`config.mk`:
```
export PLATFORM = sky130hd
export DESIGN_NAME = i2c_dac_level_writer_unit
export DESIGN_NICKNAME = d
export VERILOG_FILES = /design/src/design/i2cdac_pkg.sv /design/src/design/i2c_dac_level_writer_unit.sv
export SDC_FILE = /design/constraint.sdc
export NUM_CORES = 1
export LEC_CHECK = 0
export BUFFER_PORTS_ARGS = -buffer_cell sky130_fd_sc_hd__buf_4
export CAP_MARGIN = 20
export CORE_UTILIZATION = 35
export CTS_CLUSTER_SIZE = 30
export DETAILED_ROUTE_END_ITERATION = 7
export PLACE_DENSITY_LB_ADDON = 0.25
export RECOVER_POWER = 25
export REMOVE_ABC_BUFFERS = 1
export SYNTH_ARGS = -nofsm -noshare
export SYNTH_HDL_FRONTEND = slang
export SYNTH_SLANG_ARGS = --single-unit
```
`constraint.sdc`:
```
create_clock -name clk -period 2.3 [get_ports clk]
set_clock_uncertainty 0.05 [all_clocks]
set_input_delay 0.46 -clock clk [delete_from_list [all_inputs] [get_ports clk]]
set_output_delay 0.46 -clock clk [all_outputs]
set_load 0.02 [all_outputs]
```
`src/design/i2cdac_pkg.sv`:
```
`default_nettype none

package i2cdac_pkg;

  // Widths
  localparam int TIMER_WIDTH = 16;
  localparam int LEVEL_BITS  = 12;
  localparam int APB_AW      = 4;
  localparam int APB_DW      = 32;

  // Register reset values
  localparam logic [TIMER_WIDTH-1:0] DELAY_RST   = TIMER_WIDTH'(100);
  localparam logic [TIMER_WIDTH-1:0] TIMEOUT_RST = TIMER_WIDTH'(100);
  localparam logic [7:0]             DEVADDR_RST = 8'h90;
  localparam logic [7:0]             DACCMD_RST  = 8'h2f;

  // Register indexes (paddr word address)
  typedef enum logic [1:0] {
    REG_DELAY   = 2'd0,
    REG_TIMEOUT = 2'd1,
    REG_DEVADDR = 2'd2,
    REG_DACCMD  = 2'd3
  } reg_idx_t;

  // Status codes
  typedef enum logic [1:0] {
    ST_OK       = 2'd0,
    ST_NOT_RDY  = 2'd1,
    ST_ADDR_NAK = 2'd2,
    ST_RSVD     = 2'd3
  } status_t;

  // Byte slots of one transfer
  typedef enum logic [1:0] {
    BYTE_ADDR = 2'd0,
    BYTE_CMD  = 2'd1,
    BYTE_HI   = 2'd2,
    BYTE_LO   = 2'd3
  } byte_idx_t;

  // Bus sequencer phases
  typedef enum logic [3:0] {
    PH_IDLE      = 4'd0,
    PH_WAIT      = 4'd1,
    PH_START     = 4'd2,
    PH_BIT_LOW   = 4'd3,
    PH_BIT_HIGH  = 4'd4,
    PH_ACK_LOW   = 4'd5,
    PH_ACK_HIGH  = 4'd6,
    PH_ACK_TAIL  = 4'd7,
    PH_STOP_LOW  = 4'd8,
    PH_STOP_HIGH = 4'd9,
    PH_STOP_TAIL = 4'd10
  } phase_t;

  typedef struct packed {
    logic                  command;
    logic [LEVEL_BITS-1:0] level;
    logic                  sda_in;
  } in_item_t;

  typedef struct packed {
    logic       scl_high;
    logic       sda_low;
    logic       busy_res;
    logic       done_res;
    logic [1:0] status;
  } out_item_t;

endpackage

`default_nettype wire

```
`src/design/i2c_dac_level_writer_unit.sv`:
```
`default_nettype none

// Channel   Direction  Handshake          Payload
// in        to unit    in_valid/in_stall   in_data  (command, level, sda_in)
// out       from unit  out_valid/out_stall out_data (scl, sda, busy, done, status)
// cfg       to unit    APB write/read      delay, timeout, address, command
//
// One transaction in gives one transaction out; the sequencer steps once per
// accepted item, so an item can be taken every cycle while in_stall is low.
// Results sit in an output register backed by one skid register; in_stall
// rises only while both are full.
// Synchronous active-high reset returns the sequencer to idle with SCL
// released and the registers to their defaults.

module i2c_dac_level_writer_unit
  import i2cdac_pkg::*;
(
  input  wire logic              clk,
  input  wire logic              rst,
  input  wire logic              in_valid,
  output      logic              in_stall,
  input  wire in_item_t          in_data,
  output      logic              out_valid,
  input  wire logic              out_stall,
  output      out_item_t         out_data,
  input  wire logic              psel,
  input  wire logic              penable,
  input  wire logic              pwrite,
  input  wire logic [APB_AW-1:0] paddr,
  input  wire logic [APB_DW-1:0] pwdata,
  output      logic [APB_DW-1:0] prdata,
  output      logic              pready
);

  // Configuration registers
  logic [TIMER_WIDTH-1:0] delay_ticks;
  logic [TIMER_WIDTH-1:0] ready_timeout;
  logic [7:0]             device_address;
  logic [7:0]             dac_command;
  reg_idx_t               cfg_idx;
  logic                   cfg_wr;

  assign pready  = 1'b1;
  assign cfg_idx = reg_idx_t'(paddr[3:2]);
  assign cfg_wr  = psel & penable & pwrite;

  always_ff @(posedge clk) begin
    if (rst) begin
      delay_ticks    <= DELAY_RST;
      ready_timeout  <= TIMEOUT_RST;
      device_address <= DEVADDR_RST;
      dac_command    <= DACCMD_RST;
    end else if (cfg_wr) begin
      case (cfg_idx)
        REG_DELAY:   delay_ticks    <= pwdata[TIMER_WIDTH-1:0];
        REG_TIMEOUT: ready_timeout  <= pwdata[TIMER_WIDTH-1:0];
        REG_DEVADDR: device_address <= pwdata[7:0];
        REG_DACCMD:  dac_command    <= pwdata[7:0];
        default: ;
      endcase
    end
  end

  // Register read-back
  always_comb begin
    case (cfg_idx)
      REG_DELAY:   prdata = APB_DW'(delay_ticks);
      REG_TIMEOUT: prdata = APB_DW'(ready_timeout);
      REG_DEVADDR: prdata = APB_DW'(device_address);
      REG_DACCMD:  prdata = APB_DW'(dac_command);
      default:     prdata = '0;
    endcase
  end

  // Sequencer state
  phase_t                 phase, phase_next;
  logic [TIMER_WIDTH-1:0] tick_count, tick_count_next;
  logic [3:0]             bit_count, bit_count_next;
  logic [1:0]             byte_index, byte_index_next;
  logic [7:0]             shift_byte, shift_byte_next;
  logic [LEVEL_BITS-1:0]  level_latch, level_latch_next;
  logic                   scl_state, scl_state_next;
  logic                   sda_state, sda_state_next;
  status_t                last_status, last_status_next;
  logic                   done;
  logic                   accept;
  logic                   tick_last;
  logic [3:0]             bit_inc;
  logic [7:0]             shift_up;
  logic [1:0]             load_idx;
  logic [7:0]             load_byte;
  out_item_t              result;

  assign tick_last = (tick_count <= TIMER_WIDTH'(1));
  assign bit_inc   = bit_count + 4'd1;
  assign shift_up  = {shift_byte[6:0], 1'b0};
  // Next byte slot: restart at address from START, else advance
  assign load_idx  = (phase == PH_START) ? 2'(BYTE_ADDR) : byte_index + 2'd1;

  // Byte selection for the slot being loaded
  always_comb begin
    case (byte_idx_t'(load_idx))
      BYTE_ADDR: load_byte = device_address;
      BYTE_CMD:  load_byte = dac_command;
      BYTE_HI:   load_byte = level_latch[11:4];
      BYTE_LO:   load_byte = {level_latch[3:0], 4'b0000};
      default:   load_byte = '0;
    endcase
  end

  // One tick of the bus sequencer
  always_comb begin
    phase_next       = phase;
    tick_count_next  = tick_count;
    bit_count_next   = bit_count;
    byte_index_next  = byte_index;
    shift_byte_next  = shift_byte;
    level_latch_next = level_latch;
    scl_state_next   = scl_state;
    sda_state_next   = sda_state;
    last_status_next = last_status;
    done             = 1'b0;

    if (phase == PH_IDLE) begin
      if (in_data.command) begin
        level_latch_next = in_data.level;
        scl_state_next   = 1'b1;
        last_status_next = ST_OK;
        byte_index_next  = 2'(BYTE_ADDR);
        tick_count_next  = ready_timeout;
        phase_next       = PH_WAIT;
      end
    end else if (phase == PH_WAIT) begin
      if (in_data.sda_in) begin
        sda_state_next  = 1'b1;
        tick_count_next = delay_ticks;
        phase_next      = PH_START;
      end else if (tick_last) begin
        last_status_next = ST_NOT_RDY;
        done             = 1'b1;
        phase_next       = PH_IDLE;
      end else begin
        tick_count_next = tick_count - TIMER_WIDTH'(1);
      end
    end else if (!tick_last) begin
      tick_count_next = tick_count - TIMER_WIDTH'(1);
    end else begin
      tick_count_next = delay_ticks;
      case (phase)
        PH_START: begin
          scl_state_next  = 1'b0;
          byte_index_next = load_idx;
          shift_byte_next = load_byte;
          bit_count_next  = '0;
          sda_state_next  = ~load_byte[7];
          phase_next      = PH_BIT_LOW;
        end
        PH_BIT_LOW: begin
          scl_state_next = 1'b1;
          phase_next     = PH_BIT_HIGH;
        end
        PH_BIT_HIGH: begin
          scl_state_next  = 1'b0;
          shift_byte_next = shift_up;
          bit_count_next  = bit_inc;
          if (bit_inc < 4'd8) begin
            sda_state_next = ~shift_up[7];
            phase_next     = PH_BIT_LOW;
          end else begin
            sda_state_next = 1'b0;
            phase_next     = PH_ACK_LOW;
          end
        end
        PH_ACK_LOW: begin
          scl_state_next = 1'b1;
          phase_next     = PH_ACK_HIGH;
        end
        PH_ACK_HIGH: begin
          // Only the address byte's ack is checked
          if (byte_index == 2'(BYTE_ADDR) && in_data.sda_in) begin
            last_status_next = ST_ADDR_NAK;
          end
          phase_next = PH_ACK_TAIL;
        end
        PH_ACK_TAIL: begin
          scl_state_next = 1'b0;
          if (byte_index != 2'(BYTE_LO)) begin
            byte_index_next = load_idx;
            shift_byte_next = load_byte;
            bit_count_next  = '0;
            sda_state_next  = ~load_byte[7];
            phase_next      = PH_BIT_LOW;
          end else begin
            sda_state_next = 1'b1;
            phase_next     = PH_STOP_LOW;
          end
        end
        PH_STOP_LOW: begin
          scl_state_next = 1'b1;
          phase_next     = PH_STOP_HIGH;
        end
        PH_STOP_HIGH: begin
          sda_state_next = 1'b0;
          phase_next     = PH_STOP_TAIL;
        end
        default: begin
          done       = 1'b1;
          phase_next = PH_IDLE;
        end
      endcase
    end
  end

  assign result = '{scl_high: scl_state_next,
                    sda_low:  sda_state_next,
                    busy_res: (phase_next != PH_IDLE),
                    done_res: done,
                    status:   last_status_next};

  assign accept = in_valid & ~in_stall;

  always_ff @(posedge clk) begin
    if (rst) begin
      phase       <= PH_IDLE;
      tick_count  <= '0;
      bit_count   <= '0;
      byte_index  <= '0;
      shift_byte  <= '0;
      level_latch <= '0;
      scl_state   <= 1'b1;
      sda_state   <= 1'b0;
      last_status <= ST_OK;
    end else if (accept) begin
      phase       <= phase_next;
      tick_count  <= tick_count_next;
      bit_count   <= bit_count_next;
      byte_index  <= byte_index_next;
      shift_byte  <= shift_byte_next;
      level_latch <= level_latch_next;
      scl_state   <= scl_state_next;
      sda_state   <= sda_state_next;
      last_status <= last_status_next;
    end
  end

  // Output register with one skid entry
  out_item_t skid_data;
  logic      skid_valid;
  logic      pop;

  assign pop      = out_valid & ~out_stall;
  assign in_stall = skid_valid;

  always_ff @(posedge clk) begin
    if (rst) begin
      out_valid  <= 1'b0;
      skid_valid <= 1'b0;
    end else if (pop) begin
      if (skid_valid) begin
        skid_valid <= 1'b0;
        out_valid  <= 1'b1;
      end else begin
        out_valid <= accept;
      end
    end else if (accept) begin
      if (out_valid) begin
        skid_valid <= 1'b1;
      end else begin
        out_valid <= 1'b1;
      end
    end
  end

  always_ff @(posedge clk) begin
    if (pop) begin
      if (skid_valid) begin
        out_data <= skid_data;
      end else if (accept) begin
        out_data <= result;
      end
    end else if (accept) begin
      if (out_valid) begin
        skid_data <= result;
      end else begin
        out_data <= result;
      end
    end
  end

endmodule

`default_nettype wire

```
## After elaboration in Yosys (flattened, before gate mapping)

Index checks and enable logic that the tools add are counted.

| word-level totals | value |
|---|---|
| register bits | 111 |
| output and inout bits | 41 |
| word-level logic and storage cells | 151 |

| cells by class | value |
|---|---|
| add/subtract/negate cells | 3 |
| magnitude comparators | 2 |
| equal/unequal tests | 22 |
| multiplexer cells | 62 |
| bitwise logic cells | 11 |
| reduce and logical (&&, ||, !) cells | 26 |

Operator list:

| operator | number |
|---|---|
| case mux 32 bit (4 select lines) | 1 |
| two-way mux 16 bit | 6 |
| two-way mux 4 bit | 8 |
| case mux 4 bit (8 select lines) | 1 |
| case mux 8 bit (4 select lines) | 1 |
| two-way mux 6 bit | 5 |
| two-way mux 2 bit | 14 |
| case mux 7 bit (3 select lines) | 1 |
| two-way mux 1 bit | 19 |
| equality test 4 x 3 -> 1 bit, second input constant | 4 |
| less-or-equal comparator 16 x 1 -> 1 bit, second input constant | 1 |
| subtractor 16 x 1 -> 16 bit, second input constant | 1 |
| case mux 4 bit (3 select lines) | 1 |
| AND reduction 3 bit | 4 |
| AND reduction 6 bit | 2 |
| AND reduction 2 bit | 5 |
| equality test 2 bit, second input constant | 4 |
| equality test 4 x 2 -> 1 bit, second input constant | 2 |
| equality test 4 bit, second input constant | 2 |
| != test 2 bit, second input constant | 4 |
| OR reduction 8 bit | 1 |
| two-way mux 7 bit | 1 |
| NOT 1 bit | 7 |
| logical NOT 2 bit | 3 |
| 20 further kinds | 28 |

## Longest topological paths before layout

Gate-level depths: netlist of run 1.

| logic depth | value |
|---|---|
| depth after elaboration | 13 |
| depth in mapped cells | 11 |

## Worst setup path before layout of run 1

OpenSTA, ideal clock, no wires.

| timing | value |
|---|---|
| path kind | register to register |
| start | register byte_index[0] |
| end | register out_data[4] (netlist bit), data pin |
| library setup time | 0.267 ns |
| arrival | 2.086 ns |
| required time | 1.983 ns |
| path slack | -0.103 ns |
| stages on the path, launching flop included | 12 |
| path buffers | 3 |
| period minus slack after synthesis | 2.403 ns |
| path through | dfxtp_1 -> clkbuf_1 -> inv_1 -> ha_1 -> clkbuf_1 -> and2_1 -> clkbuf_1 -> o2bb2ai_1 -> nand2_1 -> a31oi_1 -> o31a_1 -> a31oi_1 |

| between the ends | value |
|---|---|
| cells in the longest elaborated chain, start to end | 13 |
| elaborated cells on any way between the ends | 19 |
| classes of those cells | add/sub (1); eq/ne (4); mux (12); bitwise (1); reduce/logical (1) |

Ends and longest elaborated chain:

| what | RTL line | text |
|---|---|---|
| from (decl) | i2c_dac_level_writer_unit.sv:79 | `logic [1:0] byte_index, byte_index_next;` |
| from (signal assigned) | i2c_dac_level_writer_unit.sv:237 | `byte_index <= byte_index_next;` |
| adder 2 x 1 -> 2 bit | i2c_dac_level_writer_unit.sv:98 | `assign load_idx = (phase == PH_START) ? 2'(BYTE_ADDR) : byte_index + 2'd1;` |
| two-way mux 2 bit | i2c_dac_level_writer_unit.sv:98 |  |
| equality test 2 bit (tied with other cells) | i2c_dac_level_writer_unit.sv:102 | `case (byte_idx_t'(load_idx))` |
| case mux 8 bit (4 select lines) | i2c_dac_level_writer_unit.sv:102 |  |
| NOT 1 bit | i2c_dac_level_writer_unit.sv:155, i2c_dac_level_writer_unit.sv:191 |  |
| two-way mux 1 bit | i2c_dac_level_writer_unit.sv:187 | `if (byte_index != 2'(BYTE_LO)) begin` |
| case mux 1 bit (4 select lines) * | i2c_dac_level_writer_unit.sv:149 | `case (phase)` |
| two-way mux 1 bit * | i2c_dac_level_writer_unit.sv:145 | `end else if (!tick_last) begin` |
| two-way mux 1 bit * | i2c_dac_level_writer_unit.sv:133 | `end else if (phase == PH_WAIT) begin` |
| two-way mux 1 bit * | i2c_dac_level_writer_unit.sv:124 | `if (phase == PH_IDLE) begin` |
| two-way mux 6 bit, on equally long branches | i2c_dac_level_writer_unit.sv:282, i2c_dac_level_writer_unit.sv:278 |  |
| two-way mux 6 bit, on equally long branches | i2c_dac_level_writer_unit.sv:281, i2c_dac_level_writer_unit.sv:276 |  |
| two-way mux 6 bit * | i2c_dac_level_writer_unit.sv:275 | `if (pop) begin` |
| to (signal assigned) | i2c_dac_level_writer_unit.sv:277 | `out_data <= skid_data;` |
| to (signal assigned) | i2c_dac_level_writer_unit.sv:279 | `out_data <= result;` |
| to (signal assigned) | i2c_dac_level_writer_unit.sv:285 | `out_data <= result;` |
| to (decl) | i2c_dac_level_writer_unit.sv:25 | `output out_item_t out_data,` |

Mark *: on every way between the ends. The rest lies on a longest branch, timed or not. The select of a mux whose other input is x is not followed.
A chain may end at the register's enable or synchronous reset.

## Worst setup path in the final report of run 1

| timing | value |
|---|---|
| start | register tick_count[6] |
| end | register out_data[3] (netlist bit), data pin |

| between the ends | value |
|---|---|
| cells in the longest elaborated chain, start to end | 9 |
| elaborated cells on any way between the ends | 12 |
| classes of those cells | order compare (1); mux (10); reduce/logical (1) |

Ends and longest elaborated chain:

| what | RTL line | text |
|---|---|---|
| from (decl) | i2c_dac_level_writer_unit.sv:77 | `logic [TIMER_WIDTH-1:0] tick_count, tick_count_next;` |
| from (signal assigned) | i2c_dac_level_writer_unit.sv:235 | `tick_count <= tick_count_next;` |
| less-or-equal comparator 16 x 1 -> 1 bit * | i2c_dac_level_writer_unit.sv:94 | `assign tick_last = (tick_count <= TIMER_WIDTH'(1));` |
| two-way mux 4 bit | i2c_dac_level_writer_unit.sv:138 | `end else if (tick_last) begin` |
| two-way mux 4 bit | i2c_dac_level_writer_unit.sv:134 | `if (in_data.sda_in) begin` |
| two-way mux 4 bit * | i2c_dac_level_writer_unit.sv:133 |  |
| two-way mux 4 bit * | i2c_dac_level_writer_unit.sv:124 |  |
| nonzero test 4 bit * | i2c_dac_level_writer_unit.sv:216 | `busy_res: (phase_next != PH_IDLE),` |
| two-way mux 6 bit, on equally long branches | i2c_dac_level_writer_unit.sv:282, i2c_dac_level_writer_unit.sv:278 |  |
| two-way mux 6 bit, on equally long branches | i2c_dac_level_writer_unit.sv:281, i2c_dac_level_writer_unit.sv:276 |  |
| two-way mux 6 bit * | i2c_dac_level_writer_unit.sv:275 |  |

Marked as above.

==> key figures, run 1 <==
Hold path
  • Worst min path class: in -> reg
  • HP Start: in_data[12]

Placement
  • Post-DP Area: slightly below 0.007 mm^2
  • I/O Buffers: 62
  • Final HPWL DP: between 10,000 and 15,000 um
  • GP Congestion: 0.8496

Synthesis
  • Synth top cells by count: nand2_1 (146), dfxtp_1 (99), nor2_1 (70)
  • Synth Flop Type: dfxtp_1
  • Sequential area share after synthesis: 0.3942
  • EDFF count, synth: 12
  • Avg Inst Size Synth: roughly 8.4 um^2
  • Synth warn: 0
  • Mapped cell area: 0.005942 mm^2
  • Synth cell types: 69
  • Count leader, synth: nand2_1
  • Syn Inst Count: 709
  • Flops & latches, synth: 111
  • Synth area leader: dfxtp_1
  • Largest cells by area after synthesis: dfxtp_1 (33%), nand2_1 (9.2%), edfxtp_1 (6.1%), a21oi_1 (5.1%), nor2_1 (4.4%)
  • Ys async rst share: 0
  • Area fraction of the dominant cell type after synthesis: 0.3335

Finish
  • Fin nets: 857
  • Fraction of layout cells with a size suffix above 1: 0.2190
  • P&R area growth vs syn: 21.23%
  • N_diodes: 0
  • Multi-input logic area: ~0.0033 mm^2
  • Fillers: 1,677
  • FF+latch area: 0.002346 mm^2
  • Post-layout util: 0.4344
  • Design Area, Final: roughly 0.0072 mm^2

Floorplanning
  • # rows: 47
  • Placeable Area: 0.01658 mm^2
  • DIE WIDTH: between 100 and 150 um
  • Die ar.: 0.01750 mm^2
  • Starting Density: 0.3583
  • IO Pins: 98
  • Die H: about 130 um

CTS
  • Num CTS Buffers: 9
  • Clock net sink count: 111
  • Number of H-tree levels: 3
  • Worst skew pair latency: 0.35 ns
  • Hold buffers post-CTS: 0
  • TritonCTS clock tree: yes
  • Max Root-Sink Buffers: 2
  • Clock-pin slew on the worst setup and hold paths: about 0.07 ns
  • Root buffer cell: clkbuf_16

Global route
  • Initial antenna violation count: 0
  • GR Util All Layers: 0.1857
  • First-pass GRT wire length: 25,840 um
  • Largest net degree at the start of global routing: 53
  • Overflow after GRT: 0
  • Vias in the first global route: 5,035

Pwr
  • Logic pwr share: 0.276
  • Worst vdd ir: about 0.00043 V
  • Sw Share: 0.3090
  • Clock share of power: 0.299
  • P_int: 3.456 mW
  • Register share of total power: 0.425
  • NetSw: 1.546 mW
  • Power per Cell Area: about 700 mW/mm^2
  • P_leak: 2.785 nW

STA
  • RSZ-0062 raised after global routing: true
  • Fin. max-slew vios: 0
  • Crit path time final: 2.255 ns
  • Slew headroom: 0.5233
  • Final hold violation count: 0
  • FMAX: roughly 440 MHz
  • Slew at the pin closest to its max-slew limit: 0.7151 ns
  • Finish-stage setup viols: 0
  • Fin crit share: 0.9803
  • Hold slack: between 0.2 and 0.3 ns

Worst setup path
  • CP Capture Type: register
  • CP arrival: around 2.4 ns
  • CP max FO: 7
  • Critical path class: reg -> reg
  • Setup crit start: tick_count[6]$_SDFFE_PP0P_
  • Launching point of the worst reg2reg path: tick_count[6]$_SDFFE_PP0P_
  • Critical path required time: 2.44 ns
  • Crit start category: register

Drt
  • DR iter-0 viols: about 350
  • Post-DR vias/cell: 5.237
  • ANT nets after route: 0
  • Post-route DRC violation count: 0
  • WL per Instance: 15.67 um
  • Routed wire length: 15,970 um
  • Drt first pass iters: 5
  • Via Count: about 5,300

Job
  • Max cap viols: 0

Run status
  • Outcome: finished, final reports clean
## critical path, stage by stage (launching register included)
cell and delay [ns]:
dfxtp_2 0.32, or4_4 0.55, nor3_4 0.26, buf_6 0.15, nand2_4 0.08, buf_4 0.16, o22ai_2 0.20, a221oi_2 0.10
a41oi_1 0.21
## layer usage
| layer | vias up | share of wire | track usage |
|---|---|---|---|
| met4 | 0 | 0.022 | 0.07216 |
| li1 | 2643 | - | - |
| met5 | - | 0 | 0 |
| met1 | 2547 | 0.47 | 0.2513 |
| met3 | 20 | 0.042 | 0.02499 |
| met2 | 126 | 0.47 | 0.3001 |
## kinds of logic (layout without fill, tap and decap cells)
| kind of cell | after synthesis | count (layout) | synth area share |
|---|---|---|---|
| simple gates | 294 | 294 | 0.2318 |
| mux | 33 | 33 | 0.07286 |
| xor+xnor | 14 | 14 | 0.02064 |
| other cells | 2 | 17 | 0.001264 |
| buf+inv | 84 | 159 | 0.07222 |
| compound gates | 166 | 166 | 0.1965 |
| fa+ha+maj | 5 | 5 | 0.01053 |
| flops | 111 | 111 | 0.3942 |
## sequential cells by signal (all words and copies together) (netlist names), 2 cells and up
name / flops
bit_count: 4
byte_index: 2
dac_command: 8
delay_ticks: 16
device_address: 8
last_status: 2
level_latch: 12
out_data: 6
phase: 4
ready_timeout: 16
shift_byte: 7
skid_data: 6
tick_count: 16
## what timing repair did
item | CTS | global route
pin swaps | 1 | 10
endpoints found under the setup margin | 19 | 15
setup buffers | 0 | 4
resized for setup | 3 | 12
## layout make-up
cell class | instances | share of cell area
multi-input cells | 529 | 0.4546
flip-flops and latches | 111 | 0.3257
repair buffers | 130 | 0.1360
well taps | 220 | 0.03821
clock buffers | 12 | 0.03578
inverters | 14 | 0.007295
clock inverters | 3 | 0.002432
## per-stage QoR
stage | power (mW) | TNS, ns | setup slack (ns) | std cells
final | 5.001 | 0 | 0.04528 | 1019
after CTS | 5.010 | 0 | 0.02652 | 1015
after floorplan | 2.941 | -2.504 | -0.3918 | 654
after global placement | 3.484 | -0.02552 | -0.02552 | 1000
after detailed placement | 3.501 | -0.2595 | -0.03998 | 1000
after global routing | 5.272 | -0.09736 | -0.03355 | 1019
## path summary, 6_finish.rpt
path	end	slack, ns	cells after the start
worst max-delay path	out_data[3]$_DFFE_PP_	0.05	8
worst min-delay path	level_latch[11]$_SDFFE_PP0P_	0.30	3
worst max register to register	out_data[3]$_DFFE_PP_	0.05	8
worst min register to register	shift_byte[5]$_SDFFE_PP0P_	0.40	2
## power by group through the flow
stage | Combinational (mW) | Clock (mW) | Sequential (mW)
final | 1.38 | 1.50 | 2.13
after global routing | 1.51 | 1.62 | 2.14
after CTS | 1.34 | 1.54 | 2.13
after detailed placement | 1.33 | 0 | 2.17
after global placement | 1.32 | 0 | 2.17
after floorplan | 0.743 | 0 | 2.20
## placed cells by master (no fill, tap or decap), types with 4 or more instances in the layout
master and n:
nand2_1 146, buf_4 113, dfxtp_1 96, nor2_1 68
a21oi_1 59, o211ai_1 25, mux2i_1 23, conb_1 17
inv_1 14, a311oi_1 14, nand3_1 13, o21ai_0 13
clkbuf_1 13, edfxtp_1 12, clkbuf_16 10, a211o_1 9
mux4_2 8, xor2_1 8, nor3_1 6, and2_1 6
a31oi_1 6, nor2b_1 6, xnor2_1 6, nand3b_1 6
a221o_1 6, or3_1 5, nand4_1 5, a211oi_1 4
a22o_1 4, ha_1 4
Power figures use the tool's default switching activity.
==> run 2: changes to the inputs <==
- GPL_TIMING_DRIVEN: unset -> 0
- clock period: 2.3 -> 2.35 ns (I/O delays scaled with it)
==> run 2 against run 1 <==
Net effect:
- via count shrank 3.1%
- critical path depth shrank 2
- sequential power is essentially flat
- clock-buffer cell count shrank 1
- largest power group unchanged
- final cell count shrank 4.9%
- highest routed layer unchanged
- worst setup slack lost 0.0020 ns
- core utilization shrank 1.1 points
- critical endpoint unchanged
- wire length shrank 0.27%
==> key figures, run 2 (same netlist as run 1, synthesis figures left out) <==
Worst setup path
  • Crit path cell chain: or4_4 > nor3_4 > buf_12 > nand2_4 > a221oi_2 > a41oi_1
  • Critical path required time: 2.38 ns (-0.06 ns)
  • CP Capture Type: register
  • CP arrival: 2.34 ns (-0.05 ns)
  • Critical path class: reg -> reg
  • CP max FO: 10 (+3)
  • Crit start category: register
  • Slowest CP cell: or4_4
  • CP max stage delay: 0.58 ns (+0.03 ns)

STA
  • FMAX: 433.5 MHz (-2.3%)
  • Slew headroom: 0.2679 (-0.2554)
  • Fin crit share: 0.9816 (+0.001289)
  • Final hold violation count: 0 (unchanged)
  • Slew at the pin closest to its max-slew limit: 1.098 ns (+0.3830 ns)
  • Hold slack: 0.3007 ns (+0.002563 ns)
  • Crit path time final: 2.307 ns (+0.05204 ns)
  • Fin. max-slew vios: 0 (unchanged)
  • Setup TNS: 0 ns (unchanged)
  • Finish-stage setup viols: 0 (unchanged)
  • RSZ-0062 raised after global routing: true

Floorplanning
  • DIE WIDTH: 132.3 um (unchanged)
  • Starting Density: 0.3583 (unchanged)
  • Die H: 132.3 um (unchanged)
  • # rows: 47 (unchanged)
  • IO Pins: 98 (unchanged)
  • Die ar.: 0.01750 mm^2 (unchanged)
  • Placeable Area: 0.01658 mm^2 (unchanged)

CTS
  • Max Root-Sink Buffers: 2 (unchanged)
  • Clock net sink count: 111 (unchanged)
  • TritonCTS clock tree: yes
  • Hold buffers post-CTS: 0 (unchanged)
  • Root buffer cell: clkbuf_16
  • Clock-pin slew on the worst setup and hold paths: 0.08 ns (about the same)
  • Worst skew pair latency: 0.36 ns (about the same)
  • Number of H-tree levels: 3 (unchanged)
  • Num CTS Buffers: 9 (unchanged)

Finish
  • P&R area growth vs syn: 18.02%
  • Commonest non-fill, non-tap cell in the layout: nand2_1
  • Fraction of layout cells with a size suffix above 1: 0.2069 (-0.01208)
  • N_diodes: 0 (unchanged)
  • Commonest cells after routing, fill and taps aside: nand2_1 (146), dfxtp_1 (89), buf_4 (70)
  • Largest registers in the final layout: delay_ticks: 16 flops, ready_timeout: 16 flops, tick_count: 16 flops
  • Post-Layout Cell Count: 969 (-4.9%)
  • Fin nets: 806 (-6.0%)
  • Fillers: 1,664 (-0.78%)
  • Post-layout util: 0.4229 (-0.01147)

Job
  • Max cap viols: 0 (unchanged)

Hold path
  • Worst min path class: in -> reg

Drt
  • Via Count: 5,171 (-3.1%)
  • Post-DR vias/cell: 5.336 (+1.9%)
  • Drt first pass iters: 5 (unchanged)
  • Routed wire length: 15,930 um (-0.27%)
  • WL per Instance: 16.43 um (+4.9%)
  • DR iter-0 viols: 366 (+5.5%)
  • ANT nets after route: 0 (unchanged)
  • Post-route DRC violation count: 0 (unchanged)

Global route
  • Overflow after GRT: 0 (unchanged)
  • GR Util All Layers: 0.1817 (-0.003982)
  • First-pass GRT wire length: 25,430 um (-1.6%)
  • Initial antenna violation count: 0 (unchanged)
  • Largest net degree at the start of global routing: 101 (+91%)
  • Vias in the first global route: 4,883 (-3.0%)

Placement
  • GP Congestion: 0.8820 (+3.8%)
  • Final HPWL DP: 10,370 um (-12%)
  • Placed cells: 939 (-6.1%)
  • I/O Buffers: 62 (unchanged)

Pwr
  • Sw Share: 0.3177 (+0.008630)
  • Clock share of power: 0.305 (+0.006)
  • NetSw: 1.541 mW (-0.27%)
  • Power per Cell Area: 691.9 mW/mm^2 (-0.35%)
  • Worst vdd ir: 0.0004087 V (-4.1%)
  • P_int: 3.311 mW (-4.2%)
  • Register share of total power: 0.439 (+0.014)
  • P_leak: 2.609 nW (-6.3%)
  • Logic pwr share: 0.256 (-0.020)

Run status
  • Outcome: finished, final reports clean
[run 2: changes by cell type in the layout (fill, tap and decap cells not counted), sizes merged]
cell and change:
a31oi +1, clkinvlp -1, o211a +1, clkinv +3, buf -41, clkbuf -13
[run 2: layout make-up]
class / instances / area (um^2) / share of cell area
multi-input combinational: 531 / 3406 / 0.4856
sequential: 111 / 2370 / 0.3379
timing repair buffer: 77 / 624.3 / 0.08903
tap: 220 / 275.3 / 0.03925
clock buffer: 11 / 252.7 / 0.03604
inverter: 14 / 52.55 / 0.007493
clock inverter: 5 / 32.53 / 0.004639
[run 2: path summary, 6_finish.rpt]
kind,startpoint,endpoint,slack [ns],cells past startpoint
max reg2reg,tick_count[5]$_SDFFE_PP0P_,out_data[3]$_DFFE_PP_,0.04,6
min reg2reg,shift_byte[6]$_SDFFE_PP0P_,shift_byte[6]$_SDFFE_PP0P_,0.41,2
min,in_data[5],level_latch[4]$_SDFFE_PP0P_,0.30,3
max,tick_count[5]$_SDFFE_PP0P_,out_data[3]$_DFFE_PP_,0.04,6
[run 2: stage by stage]
stage | setup slack [ns] | total power [mW] | instance area, um^2
after CTS | 0.002955 | 4.807 | 6837
after detailed placement | -0.6538 | 3.233 | 6402
after floorplan | -0.3418 | 2.878 | 5622
after global placement | -1.115 | 3.194 | 6362
after global routing | -0.05579 | 5.083 | 7013
final | 0.04323 | 4.852 | 7013
[run 2: what timing repair did]
action / CTS / global route
setup buffers: 5 / 7
cloned: 1 / 1
pin swaps: 4 / 12
resized for setup: 22 / 25
setup endpoints to repair: 56 / 49
[run 2: critical path, delay by kind of cell, from the launching register on]
family                 cells  cell delay, ns
AOI/OAI and AO/OA          2            0.52
buffers and inverters      1            0.16
DFF                        1            0.37
and+or+nand+nor            3            0.92
[run 2: per-layer routing]
metal	track usage	part of all wire	vias to the layer above
met5	0	0	-
met4	0.07088	0.024	0
met3	0.02768	0.046	30
met2	0.2851	0.46	132
met1	0.2507	0.47	2445
li1	-	-	2564
[run 2: power by group through the flow]
stage          clock, mW  combinational (mW)  sequential [mW]
2_1_floorplan          0               0.727             2.15
3_3_place_gp           0                1.04             2.16
3_5_place_dp           0                1.07             2.16
4_1_cts             1.51                1.17             2.12
5_1_grt             1.58                1.36             2.14
6_report            1.48                1.24             2.13
